--- src/hw/rtl/gdd_pkg.sv ---
// ----------------------------------------------------------------------------
// gdd_pkg
// Types, constants and calendar tables shared by the day difference block.
// ----------------------------------------------------------------------------
package gdd_pkg;

    localparam int unsigned DAY_W   = 5;
    localparam int unsigned MONTH_W = 4;
    localparam int unsigned YEAR_W  = 14;
    localparam int unsigned COUNT_W = 22;
    localparam int unsigned STAT_W  = 2;

    // Quotient by 100 through a reciprocal: floor(y * 5243 / 2^19) is exact
    // for every 14-bit year.
    localparam int unsigned DIV100_MUL   = 5243;
    localparam int unsigned DIV100_SHIFT = 19;
    localparam int unsigned MUL_W        = 27;
    localparam int unsigned QUOT_W       = 8;

    localparam int unsigned DAYS_PER_YEAR = 365;
    localparam int unsigned P365_W        = 23;
    localparam int unsigned SUM_W         = 24;
    localparam int unsigned MSTART_W      = 9;

    localparam logic [YEAR_W-1:0]  YEAR_MIN     = 14'd1;
    localparam logic [YEAR_W-1:0]  YEAR_MAX     = 14'd9999;
    localparam logic [MONTH_W-1:0] MONTH_JAN    = 4'd1;
    localparam logic [MONTH_W-1:0] MONTH_FEB    = 4'd2;
    localparam logic [MONTH_W-1:0] MONTH_DEC    = 4'd12;
    localparam logic [DAY_W-1:0]   FEB_LEAP_LEN = 5'd29;

    localparam logic [STAT_W-1:0] STATUS_OK    = 2'd0;
    localparam logic [STAT_W-1:0] STATUS_ORDER = 2'd1;
    localparam logic [STAT_W-1:0] STATUS_RANGE = 2'd2;

    typedef struct packed {
        logic [DAY_W-1:0]   start_day;
        logic [MONTH_W-1:0] start_month;
        logic [YEAR_W-1:0]  start_year;
        logic [DAY_W-1:0]   end_day;
        logic [MONTH_W-1:0] end_month;
        logic [YEAR_W-1:0]  end_year;
    } gdd_in_t;

    typedef struct packed {
        logic [COUNT_W-1:0] day_count;
        logic [STAT_W-1:0]  status;
    } gdd_out_t;

    // One date after the multiply stage.
    typedef struct packed {
        logic [DAY_W-1:0]   day;
        logic [MONTH_W-1:0] month;
        logic [YEAR_W-1:0]  year;
        logic [P365_W-1:0]  prev_days;  // (year - 1) * 365
        logic [QUOT_W-1:0]  q_year;     // year / 100
        logic [QUOT_W-1:0]  q_prev;     // (year - 1) / 100
    } gdd_split_t;

    // One date as a running day number.
    typedef struct packed {
        logic               ok;
        logic [COUNT_W-1:0] num;
    } gdd_num_t;

    // Days in a month of a common year; zero for a month that does not exist.
    function automatic logic [DAY_W-1:0] month_len(input logic [MONTH_W-1:0] m);
        logic [DAY_W-1:0] len;
        case (m)
            4'd1:    len = 5'd31;
            4'd2:    len = 5'd28;
            4'd3:    len = 5'd31;
            4'd4:    len = 5'd30;
            4'd5:    len = 5'd31;
            4'd6:    len = 5'd30;
            4'd7:    len = 5'd31;
            4'd8:    len = 5'd31;
            4'd9:    len = 5'd30;
            4'd10:   len = 5'd31;
            4'd11:   len = 5'd30;
            4'd12:   len = 5'd31;
            default: len = 5'd0;
        endcase
        return len;
    endfunction

    // Days of a common year before the first of the month.
    function automatic logic [MSTART_W-1:0] month_start(input logic [MONTH_W-1:0] m);
        logic [MSTART_W-1:0] ms;
        case (m)
            4'd1:    ms = 9'd0;
            4'd2:    ms = 9'd31;
            4'd3:    ms = 9'd59;
            4'd4:    ms = 9'd90;
            4'd5:    ms = 9'd120;
            4'd6:    ms = 9'd151;
            4'd7:    ms = 9'd181;
            4'd8:    ms = 9'd212;
            4'd9:    ms = 9'd243;
            4'd10:   ms = 9'd273;
            4'd11:   ms = 9'd304;
            4'd12:   ms = 9'd334;
            default: ms = 9'd0;
        endcase
        return ms;
    endfunction

endpackage

--- src/hw/rtl/gregorian_day_difference.sv ---
// ----------------------------------------------------------------------------
// gregorian_day_difference
// Days from a start date to an end date of the Gregorian calendar.
// ----------------------------------------------------------------------------
// Channel   Ports                      Direction  Contents
// input     s_valid s_ready s_data     in         two dates (gdd_in_t)
// result    m_valid m_ready m_data     out        day count, status (gdd_out_t)
//
// One transfer in and one out per cycle while the result side does not stall; an
// item taken into the input register at its input transfer passes through the
// multiply, day number and result registers before it is offered as a result.
// The pipeline has four stages, each of which holds one item. A stall on the
// result side fills the stages from the output back before s_ready drops.
// Reset is synchronous and empties every stage.
// ----------------------------------------------------------------------------
module gregorian_day_difference
    import gdd_pkg::*;
(
    input  logic     aclk,
    input  logic     aresetn,
    input  logic     s_valid,
    output logic     s_ready,
    input  gdd_in_t  s_data,
    output logic     m_valid,
    input  logic     m_ready,
    output gdd_out_t m_data
);

    logic       in_valid_reg;
    logic       split_valid_reg;
    logic       num_valid_reg;
    logic       out_valid_reg;

    gdd_in_t    in_reg;
    gdd_split_t start_split_reg;
    gdd_split_t end_split_reg;
    gdd_num_t   start_num_reg;
    gdd_num_t   end_num_reg;
    gdd_out_t   out_reg;

    gdd_split_t start_split_next;
    gdd_split_t end_split_next;
    gdd_num_t   start_num_next;
    gdd_num_t   end_num_next;
    gdd_out_t   out_next;

    logic       out_ready;
    logic       num_ready;
    logic       split_ready;

    // A stage takes a new item when it is empty or its item moves on.
    assign out_ready   = !out_valid_reg || m_ready;
    assign num_ready   = !num_valid_reg || out_ready;
    assign split_ready = !split_valid_reg || num_ready;
    assign s_ready     = !in_valid_reg || split_ready;

    gdd_year_split u_start_split (
        .day   (in_reg.start_day),
        .month (in_reg.start_month),
        .year  (in_reg.start_year),
        .split (start_split_next)
    );

    gdd_year_split u_end_split (
        .day   (in_reg.end_day),
        .month (in_reg.end_month),
        .year  (in_reg.end_year),
        .split (end_split_next)
    );

    gdd_day_num u_start_num (
        .split    (start_split_reg),
        .date_num (start_num_next)
    );

    gdd_day_num u_end_num (
        .split    (end_split_reg),
        .date_num (end_num_next)
    );

    // The range check takes precedence over the order check.
    always_comb begin
        out_next.day_count = '0;
        out_next.status    = STATUS_OK;
        if (!start_num_reg.ok || !end_num_reg.ok) begin
            out_next.status = STATUS_RANGE;
        end else if (end_num_reg.num < start_num_reg.num) begin
            out_next.status = STATUS_ORDER;
        end else begin
            out_next.day_count = end_num_reg.num - start_num_reg.num;
        end
    end

    always_ff @(posedge aclk) begin
        if (!aresetn) begin
            in_valid_reg    <= 1'b0;
            split_valid_reg <= 1'b0;
            num_valid_reg   <= 1'b0;
            out_valid_reg   <= 1'b0;
        end else begin
            if (s_ready) begin
                in_valid_reg <= s_valid;
            end
            if (split_ready) begin
                split_valid_reg <= in_valid_reg;
            end
            if (num_ready) begin
                num_valid_reg <= split_valid_reg;
            end
            if (out_ready) begin
                out_valid_reg <= num_valid_reg;
            end
        end
    end

    always_ff @(posedge aclk) begin
        if (s_ready) begin
            in_reg <= s_data;
        end
        if (split_ready) begin
            start_split_reg <= start_split_next;
            end_split_reg   <= end_split_next;
        end
        if (num_ready) begin
            start_num_reg <= start_num_next;
            end_num_reg   <= end_num_next;
        end
        if (out_ready) begin
            out_reg <= out_next;
        end
    end

    assign m_valid = out_valid_reg;
    assign m_data  = out_reg;

endmodule

--- src/hw/rtl/gdd_year_split.sv ---
// ----------------------------------------------------------------------------
// gdd_year_split
// Multiply stage for one date: days of the whole years before it and the
// century quotients of the year and of the year before.
// ----------------------------------------------------------------------------
module gdd_year_split
    import gdd_pkg::*;
(
    input  logic [DAY_W-1:0]   day,
    input  logic [MONTH_W-1:0] month,
    input  logic [YEAR_W-1:0]  year,
    output gdd_split_t         split
);

    logic [YEAR_W-1:0] prev;
    logic [MUL_W-1:0]  prod_year;
    logic [MUL_W-1:0]  prod_prev;

    assign prev      = year - YEAR_MIN;
    assign prod_year = MUL_W'(year) * MUL_W'(DIV100_MUL);
    assign prod_prev = MUL_W'(prev) * MUL_W'(DIV100_MUL);

    always_comb begin
        split.day       = day;
        split.month     = month;
        split.year      = year;
        split.prev_days = P365_W'(prev) * P365_W'(DAYS_PER_YEAR);
        split.q_year    = prod_year[DIV100_SHIFT +: QUOT_W];
        split.q_prev    = prod_prev[DIV100_SHIFT +: QUOT_W];
    end

endmodule

--- src/hw/rtl/gdd_day_num.sv ---
// ----------------------------------------------------------------------------
// gdd_day_num
// Leap year test, range check and running day number of one date.
// ----------------------------------------------------------------------------
module gdd_day_num
    import gdd_pkg::*;
(
    input  gdd_split_t split,
    output gdd_num_t   date_num
);

    logic [YEAR_W-1:0] prev;
    logic              century;
    logic              leap;
    logic [DAY_W-1:0]  len;
    logic [SUM_W-1:0]  sum;

    assign prev = split.year - YEAR_MIN;

    // A year is a multiple of 100 exactly when its century quotient differs
    // from that of the year before; it is a multiple of 400 when that
    // quotient is also a multiple of four.
    assign century = (split.q_year != split.q_prev);
    assign leap    = (split.year[1:0] == 2'b00) && (!century || split.q_year[1:0] == 2'b00);

    always_comb begin
        len = month_len(split.month);
        if (split.month == MONTH_FEB && leap) begin
            len = FEB_LEAP_LEN;
        end
    end

    always_comb begin
        sum = SUM_W'(split.prev_days)
            + SUM_W'(prev >> 2)
            - SUM_W'(split.q_prev)
            + SUM_W'(split.q_prev >> 2)
            + SUM_W'(month_start(split.month))
            + SUM_W'(split.day)
            + SUM_W'(leap && (split.month > MONTH_FEB));
    end

    always_comb begin
        date_num.ok = (split.year inside {[YEAR_MIN:YEAR_MAX]})
                   && (split.month inside {[MONTH_JAN:MONTH_DEC]})
                   && (split.day != '0)
                   && (split.day <= len);
        date_num.num = sum[COUNT_W-1:0];
    end

endmodule

--- config.mk ---
export PLATFORM = sky130hd
export DESIGN_NAME = gregorian_day_difference
export DESIGN_NICKNAME = d
export VERILOG_FILES = /design/src/hw/rtl/gdd_pkg.sv /design/src/hw/rtl/gregorian_day_difference.sv /design/src/hw/rtl/gdd_year_split.sv /design/src/hw/rtl/gdd_day_num.sv
export SDC_FILE = /design/constraint.sdc
export NUM_CORES = 2
export LEC_CHECK = 0
export ABC_AREA = 1
export BUFFER_PORTS_ARGS = -buffer_cell sky130_fd_sc_hd__buf_2
export CORE_UTILIZATION = 45
export CTS_CLUSTER_SIZE = 20
export DETAILED_ROUTE_END_ITERATION = 7
export HOLD_SLACK_MARGIN = 0.03
export PLACE_DENSITY = 0.59
export SLEW_MARGIN = 20
export SYNTH_ARGS = -nofsm -noshare
export SYNTH_HDL_FRONTEND = slang
export SYNTH_SLANG_ARGS = --single-unit
export TNS_END_PERCENT = 5
--- constraint.sdc ---
create_clock -name aclk -period 17.71 [get_ports aclk]
set_clock_uncertainty 0.15 [all_clocks]
set_input_delay 3.542 -clock aclk [delete_from_list [all_inputs] [get_ports aclk]]
set_output_delay 3.542 -clock aclk [all_outputs]
set_load 0.01 [all_outputs]
; Yosys cells after proc, flatten, opt, wreduce, memory -nomap -nowiden
; Memory sizes are Yosys's and may differ from the RTL's. A register that Yosys moved wholly into a read port is not among the register bits.
; Index checks and enable logic that the tools add are counted.
[classes]
n_addsub = 17
mul = 6
order_cmp = 13
eq_ne = 4
mux = 7
n_reduce_logical = 38
[ops]
columns = operator, count
row1 = multiplier 14 x 13 -> 27 bit (second input constant), 4
row2 = subtractor 14 x 1 -> 14 bit (second input constant), 4
row3 = adder 22 x 1 -> 22 bit, 2
row4 = adder 22 x 12 -> 22 bit, 2
row5 = adder 22 x 5 -> 22 bit, 2
row6 = adder 22 x 6 -> 22 bit, 2
row7 = adder 22 x 9 -> 22 bit, 2
row8 = multiplier 14 x 9 -> 22 bit (second input constant), 2
row9 = subtractor 22 x 8 -> 22 bit, 2
row10 = greater-or-equal comparator 14 x 1 -> 1 bit (second input constant), 2
row11 = less-or-equal comparator 14 bit (second input constant), 2
row12 = < comparator 22 bit, 1
row13 = subtractor 22 bit, 1
row14 = logical AND 1 bit, 16
row15 = two-way mux 4 bit, 4
row16 = inequality test 8 bit, 2
row17 = less-or-equal comparator 5 bit, 2
row18 = two-way mux 5 bit, 2
row19 = nonzero test 5 bit, 2
row20 = equality test 4 x 2 -> 1 bit (second input constant), 2
row21 = greater-or-equal comparator 4 x 1 -> 1 bit (second input constant), 2
row22 = greater-than comparator 4 x 2 -> 1 bit (second input constant), 2
row23 = less-or-equal comparator 4 bit (second input constant), 2
row24 = zero test 1 bit, 8
row25 = 4 further kinds, 13
[totals]
reg_bits = 242
rom_bits = 448
input_bits = 50
output_inout_bits = 26
elab_cells = 117
memories = 4
[mem_list]
columns = memory, depth, word_bits, rd, rd_clocked_by_memory_dff, write_ports, line_no
row1 = (name not given), 16, 9, 1, 1, 0, gdd_pkg.sv:90  ; case (m)
row2 = (name not given), 16, 9, 1, 1, 0, gdd_pkg.sv:90
row3 = (name not given), 16, 5, 1, 1, 0, gdd_pkg.sv:69  ; case (m)
row4 = (name not given), 16, 5, 1, 1, 0, gdd_pkg.sv:69

; Longest topological paths before layout
[depth]
ltp_word = 8
ltp_mapped = 35
mapped_depth_nobuf = 35

; Hierarchy
; Synthesis repeated with hierarchy kept, for this count alone.
[hier_totals]
cells_unflattened = 4411
hier_area_um2 = 37020.5
[modules_own_cells]
columns = mod, instances, cells_each, area_each_um2, seq_area_each_um2
row1 = gdd_year_split (u_start_split), 1, 1386, 10637.7, 0.0
row2 = gdd_year_split (u_end_split), 1, 1371, 10623.9, 0.0
row3 = gregorian_day_difference, 1, 618, 9153.8, 7287.0
row4 = gdd_day_num (u_start_num), 1, 519, 3304.4, 0.0
row5 = gdd_day_num (u_end_num), 1, 517, 3300.7, 0.0

; Worst setup path before layout
; No wires, ideal clock.
[synth_timing]
path_type = input-to-output
startpoint = input m_ready
endpoint = output s_ready
arrival_time_ns = 6.209
t_required_ns = 14.018
setup_slack_ns = 7.809
path_stages = 4
n_path_buf = 0
path_cell_list = inv_1 nand3_1 nor2_2 nand2_1
[synth_between]
elab_chain_cells = 4
[synth_rtl]
columns = element, line_no
row1 = start: declaration, gregorian_day_difference.sv:25  ; input logic m_ready,
row2 = logical OR 1 bit, gregorian_day_difference.sv:52  ; assign out_ready = !out_valid_reg || m_ready;
row3 = logical OR 1 bit, gregorian_day_difference.sv:53  ; assign num_ready = !num_valid_reg || out_ready;
row4 = named net num_ready, gregorian_day_difference.sv:48  ; logic num_ready;
row5 = logical OR 1 bit, gregorian_day_difference.sv:54  ; assign split_ready = !split_valid_reg || num_ready;
row6 = logical OR 1 bit, gregorian_day_difference.sv:55  ; assign s_ready = !in_valid_reg || split_ready;
row7 = end: declaration, gregorian_day_difference.sv:22  ; output logic s_ready,
; The timed path passes the listed nets, and every way through them passes these cells.

; Worst setup path in the final report
; Ends and elaborated chain as after synthesis.

==> metrics.md <==
| Metric | Value |
|---|---|
| Cts repair resizes | 0 |
| DRC Markers | 0 |
| PortBufs | 75 |
| Yosys reg bits | 266 |
| CP Launch Type | primary input |
| Worst Tran Pin Value | 0.9831 ns |
| Largest net degree at the start of global routing | 71 |
| Core area | between 70000 and 80000 sq um |
| CTS HTree Levels | 2 |
| Hold Startpoint | in_reg[22]$_DFFE_PP_ |
| Tmin final | 8.616 ns |
| Syn Std Cell Area | 36360 sq um |
| Final Max Tran Viols | 0 |
| Setup Viol. Count Final | 0 |
| TNS Setup | 0 ns |
| Clk buf depth | 3 |
| Commonest register cell after synthesis | edfxtp_1 |
| Status | complete, no violations |
| Post-CTS Setup Inserts | 0 |
| Clk root buf | clkbuf_16 |
| Number of distinct library cells after synthesis | between 40 and 50 |
| Die width | between 200 and 300 um |
| CP Data Required Time | 14.02 ns |
| Most common cell after layout, fill and taps aside | inv_1 |
| Max transition margin | 0.3424 |
| FF-to-FF Start | in_reg[23]$_DFFE_PP_ |
| Mapped Cells | between 4k and 5k |
| Non-filler cells, final | 5413 |
| Final Util | 0.4934 |
| First-pass detailed-route iteration total | 5 |
| CTS buffer count | 35 |
| Routed vias/inst | 4.884 |
| Syn_nets | 5295 |
| FF+latch area | around 7700 sq um |
| FMAX | 116.1 MHz |
| Post-Syn Area per Cell | around 8.6 sq um |
| GRT Overall Usage | 0.2178 |
| Share of cells above drive strength 1 | 0.04607 |
| Hold Crit Class | flop to flop |
| Antenna Cells | 0 |
| Clk_lat worst skew | 0.56 ns |
| Remaining Overflow, GRT | 0 |
| Seq/Total Area, Yosys | 0.2120 |
| CP Capture Type | output port |
| DRT iter0 DRCs | 1418 |
| Hold_buf cts | 0 |
| Most frequent cells in the layout | inv_1, nand2_1, ha_1 |
| Fin crit share | 0.4865 |
| Final ANT Viol Nets | 0 |
| Cells after DPL | 5352 |
| Via count | 26.44k |
| Worst EP arrival | 4.92 ns |
| TritonCTS clock tree | done |
| Initial Util | 0.4573 |
| Die area | between 80000 and 90000 sq um |
| Initial antenna violation count | 3 |
| Routed wire length | 85320 um |
| Avg WL per Cell | 15.76 um |
| Post-synth EDFFs | 238 |
| Num ports | 76 |
| Fin nets | ~5.4k |
| Final hold slack | 0.2664 ns |
| Clk sink count | 266 |
| CP startpoint | m_ready |
| Die Ht | 286.3 um |
| Clock transition at path regs | 0.06 ns |
| Crit Path Category | primary input to output port |
| RSZ-0062 raised after global routing | no |
| Final-report hold violation count | 0 |
| Multi-input logic area | 24480 sq um |
| Max cap viols | 0 |
| FFs w/ async S/R, synth | 0 |
| Worst-path fanout max | between 40 and 50 |
| Number of global-route vias before repair | roughly 27k |
| Syn-to-layout area delta | 7.880% |
| Filler cells | 7671 |
| DP Wirelength | 73750 um |
| First-pass GRT wire length | 141000 um |
| RePlAce Congestion | 0.9125 |
| Synth warn | 0 |
| Number of placement rows | 103 |
-- through the flow --
step / cell area [sq um] / worst slack (ns)
floorplan: 36360 / 7.809
global placement: 38070 / 9.106
detailed placement: 38070 / 9.107
CTS: 39230 / 9.105
global route: 39230 / 8.992
finish: 39230 / 9.094
-- kinds of logic (layout without fill, tap and decap cells) --
| kind of cell | count (synthesis) | count (layout) | share of synthesized area |
|---|---|---|---|
| adder cells (fa/ha/maj) | 1020 | 1020 | 0.4304 |
| buffers and inverters | 1109 | 1247 | 0.1154 |
| AO/OA/AOI/OAI | 360 | 360 | 0.05660 |
| flip-flops | 266 | 266 | 0.2120 |
| XOR/XNOR | 121 | 121 | 0.02935 |
| AND/OR/NAND/NOR | 1349 | 1349 | 0.1562 |
-- area by class of cell --
cell class / instances / area share
Clock buffer: 37 / 0.02252
Clock inverter: 24 / 0.006985
Inverter: 1104 / 0.1056
Multi-Input combinational cell: 2850 / 0.6240
Sequential cell: 266 / 0.1965
Tap cell: 1050 / 0.03349
Timing Repair Buffer: 82 / 0.01091
-- worst paths after layout --
path	end	slack [ns]	depth (start not counted)
max reg2reg	start_split_reg[3]$_DFFE_PN_	10.46	26
max	s_ready	9.09	7
min reg2reg	end_split_reg[61]$_DFFE_PN_	0.27	0
min	end_split_reg[61]$_DFFE_PN_	0.27	0
-- cell usage after synthesis, types with 2 or more instances --
library cell	n	share of area
and2_1	5	0.00086
edfxtp_1	238	0.20
o21ai_0	90	0.012
nor2_2	15	0.0026
buf_6	4	0.0012
nand3_1	171	0.024
nor2_4	6	0.0019
dfxtp_1	28	0.015
nor2_1	228	0.024
nand2_1	795	0.082
inv_2	4	0.00041
o21ai_2	3	0.00072
a21oi_1	171	0.024
ha_1	635	0.22
a21o_1	26	0.0054
inv_1	1100	0.11
o21a_1	14	0.0029
o22ai_1	4	0.00069
nor4_1	8	0.0014
nand3b_1	3	0.00062
nand4_2	2	0.00069
xnor2_1	37	0.0089
nand4_1	57	0.0098
o211ai_1	2	0.00041
a21boi_0	7	0.0014
and3_1	2	0.00034
o21bai_1	24	0.0050
nand3_2	2	0.00055
nor3_2	2	0.00055
o21ai_1	4	0.00055
nor3_1	36	0.0050
a21oi_2	10	0.0024
xor2_1	83	0.020
fa_1	385	0.21
a31oi_1	2	0.00034
nand2_2	9	0.0015
or2_2	6	0.0010
-- critical path, stage by stage --
cell and delay (ns):
buf_2 0.10, inv_1 0.24, nand3_2 0.13, nor2_2 0.24
nand2_2 0.06, buf_4 0.34, buf_2 0.24
-- per-layer routing --
metal,share of wire,wire [um],vias up,GRT usage
met4,0.022,1894,0,0.04906
li1,-,-,13460,-
met2,0.44,37660,446,0.3505
met3,0.047,3997,97,0.02782
met1,0.49,41770,12440,0.3120
met5,0,0,-,0
Power is not shown: default switching activity piles up to over one toggle a cycle in this logic, so the estimate is an artifact.
